$ cat config.mk
export PLATFORM = sky130hd
export DESIGN_NAME = dual_envelope_depth_tracker
export DESIGN_NICKNAME = d
export VERILOG_FILES = /design/src/rtl/dedt_pkg.sv /design/src/rtl/dedt_div.sv /design/src/rtl/dedt_datapath.sv /design/src/rtl/dedt_ctrl.sv /design/src/rtl/dual_envelope_depth_tracker.sv
export SDC_FILE = /design/constraint.sdc
export NUM_CORES = 2
export LEC_CHECK = 0
export BUFFER_PORTS_ARGS = -buffer_cell sky130_fd_sc_hd__buf_2
export CORE_ASPECT_RATIO = 0.8
export CORE_MARGIN = 2
export CORE_UTILIZATION = 60
export DETAILED_ROUTE_END_ITERATION = 7
export GPL_TIMING_DRIVEN = 0
export PLACE_DENSITY = 0.77
export SYNTH_ARGS = -nofsm -noshare
export SYNTH_HDL_FRONTEND = slang
export SYNTH_SLANG_ARGS = --single-unit
$ cat constraint.sdc
create_clock -name clk -period 83 [get_ports clk]
set_clock_uncertainty 0.05 [all_clocks]
set_input_delay 4.15 -clock clk [delete_from_list [all_inputs] [get_ports clk]]
set_output_delay 4.15 -clock clk [all_outputs]
set_load 0.01 [all_outputs]
$ cat src/rtl/dedt_pkg.sv
package dedt_pkg;

  // depth result and configuration register widths
  localparam int DEPTH_W   = 16;
  localparam int CFG_W     = 12;
  localparam int CFG_IDX_W = 1;

  localparam logic [CFG_IDX_W-1:0] REG_AM_LIMIT = 1'b0;
  localparam logic [CFG_IDX_W-1:0] REG_FM_LIMIT = 1'b1;

  localparam logic [CFG_W-1:0]   AM_LIMIT_RESET = 12'd200;
  localparam logic [CFG_W-1:0]   FM_LIMIT_RESET = 12'd150;
  localparam logic [DEPTH_W-1:0] DEPTH_MAX      = 16'hFFFF;

  // average and depth operations, in the order the controller runs them
  localparam int OP_W = 3;
  localparam logic [OP_W-1:0] OP_AM_MAX = 3'd0;
  localparam logic [OP_W-1:0] OP_AM_MIN = 3'd1;
  localparam logic [OP_W-1:0] OP_FM_MAX = 3'd2;
  localparam logic [OP_W-1:0] OP_FM_MIN = 3'd3;
  localparam logic [OP_W-1:0] OP_DEPTH  = 3'd4;

  typedef struct packed {
    logic            take;       // sample transfer, update frame extremes
    logic            push;       // push extremes into histories
    logic            div_start;
    logic [OP_W-1:0] op;
    logic            load_out;
  } dedt_cmd_t;

  typedef struct packed {
    logic div_done;
  } dedt_sts_t;

endpackage

$ cat src/rtl/dedt_div.sv
module dedt_div #(
  parameter int NUM_W = 28,
  parameter int DEN_W = 13
) (
  input  logic             clk,
  input  logic             rst_n,
  input  logic             start,
  input  logic [NUM_W-1:0] num,
  input  logic [DEN_W-1:0] den,
  output logic             done,
  output logic [NUM_W-1:0] quot
);

  localparam int CNT_W = $clog2(NUM_W);

  logic             busy_r, busy_nxt;
  logic             done_r, done_nxt;
  logic [CNT_W-1:0] cnt_r, cnt_nxt;
  logic [DEN_W-1:0] rem_r, rem_nxt;
  logic [NUM_W-1:0] quo_r, quo_nxt;
  logic [DEN_W-1:0] den_r, den_nxt;

  logic [DEN_W:0]   trial;
  logic [DEN_W+1:0] diff;
  logic             fits;

  // one quotient bit per cycle, restoring
  assign trial = {rem_r, quo_r[NUM_W-1]};
  assign diff  = {1'b0, trial} - {2'b00, den_r};
  assign fits  = !diff[DEN_W+1];

  always_comb begin
    busy_nxt = busy_r;
    done_nxt = 1'b0;
    cnt_nxt  = cnt_r;
    rem_nxt  = rem_r;
    quo_nxt  = quo_r;
    den_nxt  = den_r;
    if (start) begin
      busy_nxt = 1'b1;
      cnt_nxt  = '0;
      rem_nxt  = '0;
      quo_nxt  = num;
      den_nxt  = den;
    end else if (busy_r) begin
      rem_nxt = fits ? diff[DEN_W-1:0] : trial[DEN_W-1:0];
      quo_nxt = {quo_r[NUM_W-2:0], fits};
      cnt_nxt = cnt_r + 1'b1;
      if (cnt_r == CNT_W'(NUM_W - 1)) begin
        busy_nxt = 1'b0;
        done_nxt = 1'b1;
      end
    end
  end

  always_ff @(posedge clk) begin
    if (!rst_n) begin
      busy_r <= 1'b0;
      done_r <= 1'b0;
      cnt_r  <= '0;
    end else begin
      busy_r <= busy_nxt;
      done_r <= done_nxt;
      cnt_r  <= cnt_nxt;
    end
    rem_r <= rem_nxt;
    quo_r <= quo_nxt;
    den_r <= den_nxt;
  end

  assign done = done_r;
  assign quot = quo_r;

endmodule

$ cat src/rtl/dedt_datapath.sv
module dedt_datapath #(
  parameter int HISTORY_DEPTH = 20,
  parameter int SAMPLE_BITS   = 12,
  parameter int OUT_W         = 80
) (
  input  logic                              clk,
  input  logic                              rst_n,
  input  dedt_pkg::dedt_cmd_t               cmd,
  output dedt_pkg::dedt_sts_t               sts,
  input  logic [SAMPLE_BITS-1:0]            sample_am,
  input  logic [SAMPLE_BITS-1:0]            sample_fm,
  input  logic                              cfg_wen,
  input  logic [dedt_pkg::CFG_IDX_W-1:0]    cfg_index,
  input  logic [dedt_pkg::CFG_W-1:0]        cfg_wdata,
  output logic [OUT_W-1:0]                  out_data
);

  import dedt_pkg::*;

  localparam int SB        = SAMPLE_BITS;
  localparam int SUM_W     = SB + $clog2(HISTORY_DEPTH);
  localparam int NUM_W     = SB + DEPTH_W;
  localparam int DEN_W     = SB + 1;
  localparam int CMP_W     = (SB > CFG_W) ? SB : CFG_W;
  localparam int OUT_PAY   = 5 * SB + DEPTH_W + 2;
  localparam int AVG_SHIFT = SUM_W + $clog2(HISTORY_DEPTH);
  localparam int PROD_W    = 2 * SUM_W + 1;
  // ceil(2^AVG_SHIFT / HISTORY_DEPTH), exact truncated mean for any sum below 2^SUM_W
  localparam logic [SUM_W:0] AVG_RECIP =
    (SUM_W+1)'(((64'd1 << AVG_SHIFT) + 64'(HISTORY_DEPTH) - 64'd1) / 64'(HISTORY_DEPTH));

  // channel order: am max, am min, fm max, fm min
  logic [SB-1:0]    ext_r [4];
  logic [SB-1:0]    ext_nxt [4];
  logic [SB-1:0]    hist_r [4][HISTORY_DEPTH];
  logic [SUM_W-1:0] sum_r [4];
  logic [SB-1:0]    avg_r [4];
  logic [DEPTH_W-1:0] depth_r;
  logic [CFG_W-1:0] am_limit_r;
  logic [CFG_W-1:0] fm_limit_r;
  logic [OUT_W-1:0] out_data_r;
  logic             mul_done_r;

  logic [NUM_W-1:0] div_num;
  logic [DEN_W-1:0] div_den;
  logic [NUM_W-1:0] div_quot;
  logic             div_done;
  logic             div_start;

  logic             avg_start;
  logic [SUM_W-1:0] avg_sum;
  logic [PROD_W-1:0] avg_prod;
  logic [SB-1:0]    avg_q;

  logic [SB-1:0]    am_span;
  logic [SB-1:0]    fm_span;
  logic [DEN_W-1:0] am_den;
  logic             am_flat;
  logic             carrier;
  logic [DEPTH_W-1:0] depth_val;
  logic [OUT_W-1:0] payload;

  always_comb begin
    ext_nxt[0] = (sample_am > ext_r[0]) ? sample_am : ext_r[0];
    ext_nxt[1] = (sample_am < ext_r[1]) ? sample_am : ext_r[1];
    ext_nxt[2] = (sample_fm > ext_r[2]) ? sample_fm : ext_r[2];
    ext_nxt[3] = (sample_fm < ext_r[3]) ? sample_fm : ext_r[3];
  end

  always_ff @(posedge clk) begin
    if (!rst_n) begin
      ext_r[0] <= '0;
      ext_r[1] <= '1;
      ext_r[2] <= '0;
      ext_r[3] <= '1;
    end else if (cmd.push) begin
      ext_r[0] <= '0;
      ext_r[1] <= '1;
      ext_r[2] <= '0;
      ext_r[3] <= '1;
    end else if (cmd.take) begin
      ext_r <= ext_nxt;
    end
  end

  // history shift lines with running sums: new entry in, oldest out
  always_ff @(posedge clk) begin
    if (!rst_n) begin
      for (int k = 0; k < 4; k++) begin
        sum_r[k] <= '0;
        for (int i = 0; i < HISTORY_DEPTH; i++) hist_r[k][i] <= '0;
      end
    end else if (cmd.push) begin
      for (int k = 0; k < 4; k++) begin
        sum_r[k] <= sum_r[k] + SUM_W'(ext_r[k]) - SUM_W'(hist_r[k][0]);
        for (int i = 0; i < HISTORY_DEPTH - 1; i++) hist_r[k][i] <= hist_r[k][i+1];
        hist_r[k][HISTORY_DEPTH-1] <= ext_r[k];
      end
    end
  end

  always_ff @(posedge clk) begin
    if (!rst_n) begin
      am_limit_r <= AM_LIMIT_RESET;
      fm_limit_r <= FM_LIMIT_RESET;
    end else if (cfg_wen) begin
      case (cfg_index)
        REG_AM_LIMIT: am_limit_r <= cfg_wdata;
        REG_FM_LIMIT: fm_limit_r <= cfg_wdata;
        default: ;
      endcase
    end
  end

  assign am_span = (avg_r[0] > avg_r[1]) ? avg_r[0] - avg_r[1] : '0;
  assign fm_span = (avg_r[2] > avg_r[3]) ? avg_r[2] - avg_r[3] : '0;
  assign am_den  = {1'b0, avg_r[0]} + {1'b0, avg_r[1]};

  // averages by a combinational reciprocal multiply, only the depth uses the divider
  assign avg_start = cmd.div_start && (cmd.op != OP_DEPTH);
  assign div_start = cmd.div_start && (cmd.op == OP_DEPTH);
  assign avg_sum   = sum_r[cmd.op[1:0]];
  assign avg_prod  = PROD_W'(avg_sum) * PROD_W'(AVG_RECIP);
  assign avg_q     = avg_prod[AVG_SHIFT +: SB];

  assign div_num = {am_span, {DEPTH_W{1'b0}}};
  assign div_den = am_den;

  dedt_div #(
    .NUM_W (NUM_W),
    .DEN_W (DEN_W)
  ) u_div (
    .clk   (clk),
    .rst_n (rst_n),
    .start (div_start),
    .num   (div_num),
    .den   (div_den),
    .done  (div_done),
    .quot  (div_quot)
  );

  // zero denominator gives zero, a full-scale quotient saturates
  always_comb begin
    if (am_den == '0) depth_val = '0;
    else if (div_quot[NUM_W-1:DEPTH_W] != '0) depth_val = DEPTH_MAX;
    else depth_val = div_quot[DEPTH_W-1:0];
  end

  always_ff @(posedge clk) begin
    if (!rst_n) mul_done_r <= 1'b0;
    else mul_done_r <= avg_start;
  end

  always_ff @(posedge clk) begin
    if (avg_start) avg_r[cmd.op[1:0]] <= avg_q;
    if (div_done) depth_r <= depth_val;
  end

  assign am_flat = CMP_W'(am_span) < CMP_W'(am_limit_r);
  assign carrier = am_flat && (CMP_W'(fm_span) < CMP_W'(fm_limit_r));

  always_comb begin
    payload = '0;
    payload[OUT_PAY-1:0] = {am_flat, carrier, fm_span, depth_r,
                            avg_r[3], avg_r[2], avg_r[1], avg_r[0]};
  end

  always_ff @(posedge clk) begin
    if (cmd.load_out) out_data_r <= payload;
  end

  assign out_data     = out_data_r;
  assign sts.div_done = div_done || mul_done_r;

endmodule

$ cat src/rtl/dedt_ctrl.sv
module dedt_ctrl (
  input  logic                clk,
  input  logic                rst_n,
  input  logic                in_tvalid,
  input  logic                in_tlast,
  output logic                in_tready,
  output logic                out_tvalid,
  input  logic                out_tready,
  output dedt_pkg::dedt_cmd_t cmd,
  input  dedt_pkg::dedt_sts_t sts
);

  import dedt_pkg::*;

  localparam logic [2:0] S_IDLE   = 3'd0;
  localparam logic [2:0] S_PUSH   = 3'd1;
  localparam logic [2:0] S_DSTART = 3'd2;
  localparam logic [2:0] S_DWAIT  = 3'd3;
  localparam logic [2:0] S_FINISH = 3'd4;

  logic [2:0]      state_r, state_nxt;
  logic [OP_W-1:0] op_r, op_nxt;
  logic            out_valid_r, out_valid_nxt;
  logic            slot_free;

  assign slot_free = !out_valid_r || out_tready;

  always_comb begin
    state_nxt     = state_r;
    op_nxt        = op_r;
    out_valid_nxt = out_valid_r && !out_tready;
    cmd           = '0;
    cmd.op        = op_r;
    case (state_r)
      S_IDLE: begin
        if (in_tvalid) begin
          cmd.take = 1'b1;
          if (in_tlast) state_nxt = S_PUSH;
        end
      end
      S_PUSH: begin
        cmd.push  = 1'b1;
        op_nxt    = OP_AM_MAX;
        state_nxt = S_DSTART;
      end
      S_DSTART: begin
        cmd.div_start = 1'b1;
        state_nxt     = S_DWAIT;
      end
      S_DWAIT: begin
        if (sts.div_done) begin
          if (op_r == OP_DEPTH) begin
            state_nxt = S_FINISH;
          end else begin
            op_nxt    = op_r + 1'b1;
            state_nxt = S_DSTART;
          end
        end
      end
      S_FINISH: begin
        if (slot_free) begin
          cmd.load_out  = 1'b1;
          out_valid_nxt = 1'b1;
          state_nxt     = S_IDLE;
        end
      end
      default: state_nxt = S_IDLE;
    endcase
  end

  always_ff @(posedge clk) begin
    if (!rst_n) begin
      state_r     <= S_IDLE;
      op_r        <= OP_AM_MAX;
      out_valid_r <= 1'b0;
    end else begin
      state_r     <= state_nxt;
      op_r        <= op_nxt;
      out_valid_r <= out_valid_nxt;
    end
  end

  assign in_tready  = (state_r == S_IDLE);
  assign out_tvalid = out_valid_r;

  a_load_free: assert property (@(posedge clk) disable iff (!rst_n)
    cmd.load_out |-> (!out_valid_r || out_tready))
    else $error("result loaded over an untaken result");

  a_done_in_wait: assert property (@(posedge clk) disable iff (!rst_n)
    sts.div_done |-> (state_r == S_DWAIT))
    else $error("divider finished outside of wait state");

  a_op_range: assert property (@(posedge clk) disable iff (!rst_n)
    op_r <= OP_DEPTH)
    else $error("divider operation out of range");

  a_push_seq: assert property (@(posedge clk) disable iff (!rst_n)
    (state_r == S_PUSH) |=> (state_r == S_DSTART) && (op_r == OP_AM_MAX))
    else $error("push not followed by first average");

  a_frame_end: assert property (@(posedge clk) disable iff (!rst_n)
    (in_tvalid && in_tready && in_tlast) |=> (state_r == S_PUSH))
    else $error("frame end transfer did not start a push");

endmodule

$ cat src/rtl/dual_envelope_depth_tracker.sv
// dual envelope depth tracker
// in_* : one transfer per paired ADC sample, in_tlast marks the last sample of
//   a frame. Samples without in_tlast are accepted back to back.
// out_*: one result per frame, produced after the in_tlast transfer: the four
//   history averages, AM depth (Q0.16), FM span and carrier-only flags.
// after a frame-end transfer the block pushes the frame extremes into the
//   histories, forms the four averages in turn by reciprocal multiply, then
//   runs the depth quotient on a radix-2 divider of SAMPLE_BITS+16
//   iterations. The result becomes valid and in_tready returns at the
//   same edge.
// the result sits in an output register, so new samples are taken while it
//   waits; if the receiver stalls past the next frame end, the block holds
//   in_tready low until the register is taken.
// cfg_*: write-only registers, index 0 AM span limit, index 1 FM span limit;
//   write only while no frame result is pending.
// reset (rst_n low, synchronous) clears histories, frame extremes and limits
//   to their defaults and drops out_tvalid.
module dual_envelope_depth_tracker #(
  parameter int HISTORY_DEPTH = 20,
  parameter int SAMPLE_BITS   = 12
) (
  input  logic                                 clk,
  input  logic                                 rst_n,
  // sample_am, sample_fm
  input  logic [((2*SAMPLE_BITS+7)/8)*8-1:0]   in_tdata,
  input  logic                                 in_tlast,
  input  logic                                 in_tvalid,
  output logic                                 in_tready,
  // am_max_avg, am_min_avg, fm_max_avg, fm_min_avg, am_depth, fm_span,
  // carrier_only, am_flat
  output logic [((5*SAMPLE_BITS+18+7)/8)*8-1:0] out_tdata,
  output logic                                 out_tvalid,
  input  logic                                 out_tready,
  input  logic                                 cfg_wen,
  input  logic [dedt_pkg::CFG_IDX_W-1:0]       cfg_index,
  input  logic [dedt_pkg::CFG_W-1:0]           cfg_wdata
);

  import dedt_pkg::*;

  localparam int OUT_W = ((5 * SAMPLE_BITS + DEPTH_W + 2 + 7) / 8) * 8;

  dedt_cmd_t cmd;
  dedt_sts_t sts;

  dedt_ctrl u_ctrl (
    .clk        (clk),
    .rst_n      (rst_n),
    .in_tvalid  (in_tvalid),
    .in_tlast   (in_tlast),
    .in_tready  (in_tready),
    .out_tvalid (out_tvalid),
    .out_tready (out_tready),
    .cmd        (cmd),
    .sts        (sts)
  );

  dedt_datapath #(
    .HISTORY_DEPTH (HISTORY_DEPTH),
    .SAMPLE_BITS   (SAMPLE_BITS),
    .OUT_W         (OUT_W)
  ) u_dp (
    .clk       (clk),
    .rst_n     (rst_n),
    .cmd       (cmd),
    .sts       (sts),
    .sample_am (in_tdata[SAMPLE_BITS-1:0]),
    .sample_fm (in_tdata[2*SAMPLE_BITS-1:SAMPLE_BITS]),
    .cfg_wen   (cfg_wen),
    .cfg_index (cfg_index),
    .cfg_wdata (cfg_wdata),
    .out_data  (out_tdata)
  );

endmodule
==> summary.txt <==
Clock tree
  – Clk sink count: 1313
  – Cts bufs inserted: 121
  – Post-cts sizing count: 0
  – Clock Path Buffers: 3
  – CTS Hold Bufs: 0
  – H-Tree Depth: 3
  – Setup bufs post-CTS: 0
  – Skew-Pair Late Insertion Delay: around 0.74 ns
  – CTS tree: yes
  – Worst-path clk slew: 0.07 ns
  – CTS root buf: clkbuf_16

Yosys
  – Synthesized area: ~60000 sq um
  – Register area share after synthesis: 63.3%
  – Post-synth top area cell: edfxtp_1
  – Synth top area share: 59.4%
  – Syn_area_per_cell: 13.5 sq um
  – Synth unique cells: 66
  – Async SR Flop Fraction: 0%
  – Syn Inst Count: 4492
  – Ys flop type: edfxtp_1
  – Post-Synth Simple-Gate Area: 13.9%
  – Synth Area in Adders: ~11%
  – Largest family of logic cells by synthesized area: simple AND/OR/NAND/NOR gates
  – Post-synth EDFFs: between 1000 and 1500
  – Register bit count reported by yosys: 1313
  – Post-synth top cells: 1195 x edfxtp_1, 941 x and2_1, 483 x inv_1
  – Post-synthesis compound-gate area fraction: 4.24%
  – Yosys warning total: 0
  – Post-synthesis mux area share: under 10%
  – Most frequent cell after synthesis: edfxtp_1
  – Synth top area cells: edfxtp_1 59%, and2_1 9.7%, ha_1 6.6%, fa_1 4.6%, dfxtp_1 3.9%
  – Xor/xnor share of the synthesized area: 1.59%

Worst setup path
  – CP Data Arrival Time: 8.58 ns
  – Data required, critical path: 83.40 ns
  – Max FO, Critical Path: 10
  – Worst Setup Path Type: register to register
  – Crit. End Element: register
  – Worst setup SP type: register

Power
  – Pleak: 27.1 nW
  – Pwr Density: 26.4 nW/um^2
  – Peak supply drop: 0.0000356 V

Detailed routing
  – Drt first-iter violations: 2769
  – Vias per cell: 5.39
  – Final ANT Viol Nets: 0
  – Final wirelength: 113000 um
  – Via count: 33300
  – Drt drc: 0
  – WL/cell: 18.3 um
  – DR pass1 iterations: 5

Layout
  – Filler cells: 6979
  – Ratio of cells with drive above 1 in the final layout: under 10%
  – Area Overhead vs Synth: 11.0%
  – Area taken by multi-input logic gates: around 20000 sq um
  – Reg area: 38200 sq um
  – Non-Filler Instances: between 6000 and 7000
  – Nets: 5256

Placed design
  – Buffers added on ports: between 100 and 150
  – Placed cells: between 5000 and 6000
  – Routability Congestion: 0.928
  – Post-detail-place hpwl: 80400 um

Status
  – Status: finished clean

Min path
  – Hold Path Class: register to register

Die
  – Initial Util: 60.3%
  – Core area: 100000 sq um
  – Boundary Pins: approximately 130
  – Chip width: around 360 um
  – Row count: between 100 and 150
  – Die ar.: 103000 sq um
  – Die Height: 288 um

Timing
  – Period utilization: 9.85%
  – Setup-failing EPs final: 0
  – Clock period minus final worst setup slack: 8.17 ns
  – Worst Tran Pin Value: 1.14 ns
  – Final Max Tran Viols: 0
  – Sum Neg Setup Slack: 0 ns
  – RSZ-0062 raised after global routing: false
  – Final Hold Viols: 0
  – WHS: between 0.3 and 0.4 ns
  – FMAX: 122 MHz
  – Slew HR: 24.1%

GRT
  – Total GRT Usage: 22.3%
  – Largest net degree at the start of global routing: 76
  – Initial antenna violation count: 13
  – First-pass GRT wire length: 179000 um
  – Total grt overflow: 0
  – Vias in the first global route: 33100

Flow run
  – Max_cap viols: 0
-- sequential cells by signal, indices dropped and copies added, names as in the netlist, 5 cells and up, named ones only --
signal and flops:
u_dp.am_limit_r 12, u_dp.avg_r 48, u_dp.depth_r 16, u_dp.ext_r 48, u_dp.fm_limit_r 12, u_dp.hist_r 960, u_dp.out_data 78, u_dp.sum_r 68
u_dp.u_div.cnt_r 5, u_dp.u_div.den_r 13, u_dp.u_div.quot 28, u_dp.u_div.rem_r 13
-- path summary, 6_finish.rpt --
check	cells after the start	to	slack, ns	startpoint
max	22	u_dp.avg_r[0][10]	74.83	register
min	0	u_dp.out_data[53]	0.37	u_dp.depth_r[5]
max reg2reg	22	u_dp.avg_r[0][10]	74.83	register
min reg2reg	0	u_dp.out_data[53]	0.37	u_dp.depth_r[5]
-- metal layers --
layer	wire [um]	global-route usage [%]	vias up
met4	3100	7.15	4
met3	7380	4.87	196
met2	51900	34.5	827
li1	-	-	15900
met5	25	0	-
met1	50900	31.8	16400
-- through the flow --
step | utilization, % | setup WS [ns] | cell area [sq um] | power (mW)
global placement | 62.6 | 37.90 | 62700 | 1.27
detailed placement | 63.0 | 74.17 | 63200 | 1.23
CTS | 66.9 | 74.78 | 67100 | 1.78
finish | 67.0 | 74.83 | 67100 | 1.77
floorplan | - | 48.68 | 60400 | 1.16
global route | 66.9 | 74.17 | 67100 | 1.87
-- power by group --
group          leakage, nW  switching (mW)  internal [mW]
combinational         12.1           0.252          0.161
sequential            13.1          0.0137          0.793
clock                 1.88           0.240          0.308
-- cell usage in the layout, fill, tap and decap left out, types with 12 or more instances in the layout --
cell type / n
edfxtp_1: 1195
and2_1: 941
inv_1: 483
ha_1: 320
nor2_1: 203
clkbuf_1: 181
nand2_1: 145
fa_1: 139
buf_2: 123
clkbuf_16: 122
dfxtp_1: 118
a21oi_1: 93
xnor2_1: 68
o21ai_0: 61
mux2i_1: 53
a21o_1: 46
nor3_1: 42
xor2_1: 42
o211ai_1: 40
nor2b_1: 35
nand3_1: 33
o21a_1: 28
clkinv_1: 27
nand4_1: 26
a21boi_0: 22
and3_1: 19
mux4_2: 18
nand2b_1: 17
clkinv_2: 17
o21bai_1: 15
a31oi_1: 15
buf_16: 15
bufinv_16: 12
-- cell type report --
class                      instances  share of cell area (%)
clock inverter                    74                    1.10
clock buffer                     147                    4.72
tap                             1325                    2.47
buffer                           170                    1.01
inverter                         487                    2.72
sequential                      1313                    57.0
timing repair buffer             138                    1.58
antenna                            8                  0.0298
multi-input combinational       2523                    29.4
-- critical path: stages, from the launching register on --
cell and delay [ns]:
dfxtp_1 0.36, clkbuf_1 0.54, buf_1 0.66, mux4_2 0.74
ha_1 0.41, inv_1 0.08, fa_1 0.53, inv_1 0.06
fa_1 0.52, fa_1 0.54, inv_1 0.05, fa_1 0.50
fa_1 0.54, inv_1 0.04, ha_1 0.32, nand4_1 0.18
nor4_1 0.42, nand3_1 0.21, a31oi_1 0.25, o21ai_0 0.10
o21ai_0 0.26, nand2_1 0.09, a2bb2oi_1 0.47
-- logic make-up (layout without fill, tap and decap cells) --
| kind of cell | Yosys count | after routing |
|---|---|---|
| xor gates and xnor gates | 110 | 110 |
| other | 1 | 10 |
| buffers and inverters | 657 | 1016 |
| adders and majority gates | 459 | 459 |
| muxes | 74 | 74 |
| DFF | 1313 | 1313 |
| AOI/OAI and AO/OA | 385 | 385 |
| and+or+nand+nor | 1493 | 1493 |
Note: power is estimated with default switching activity, not from simulation.
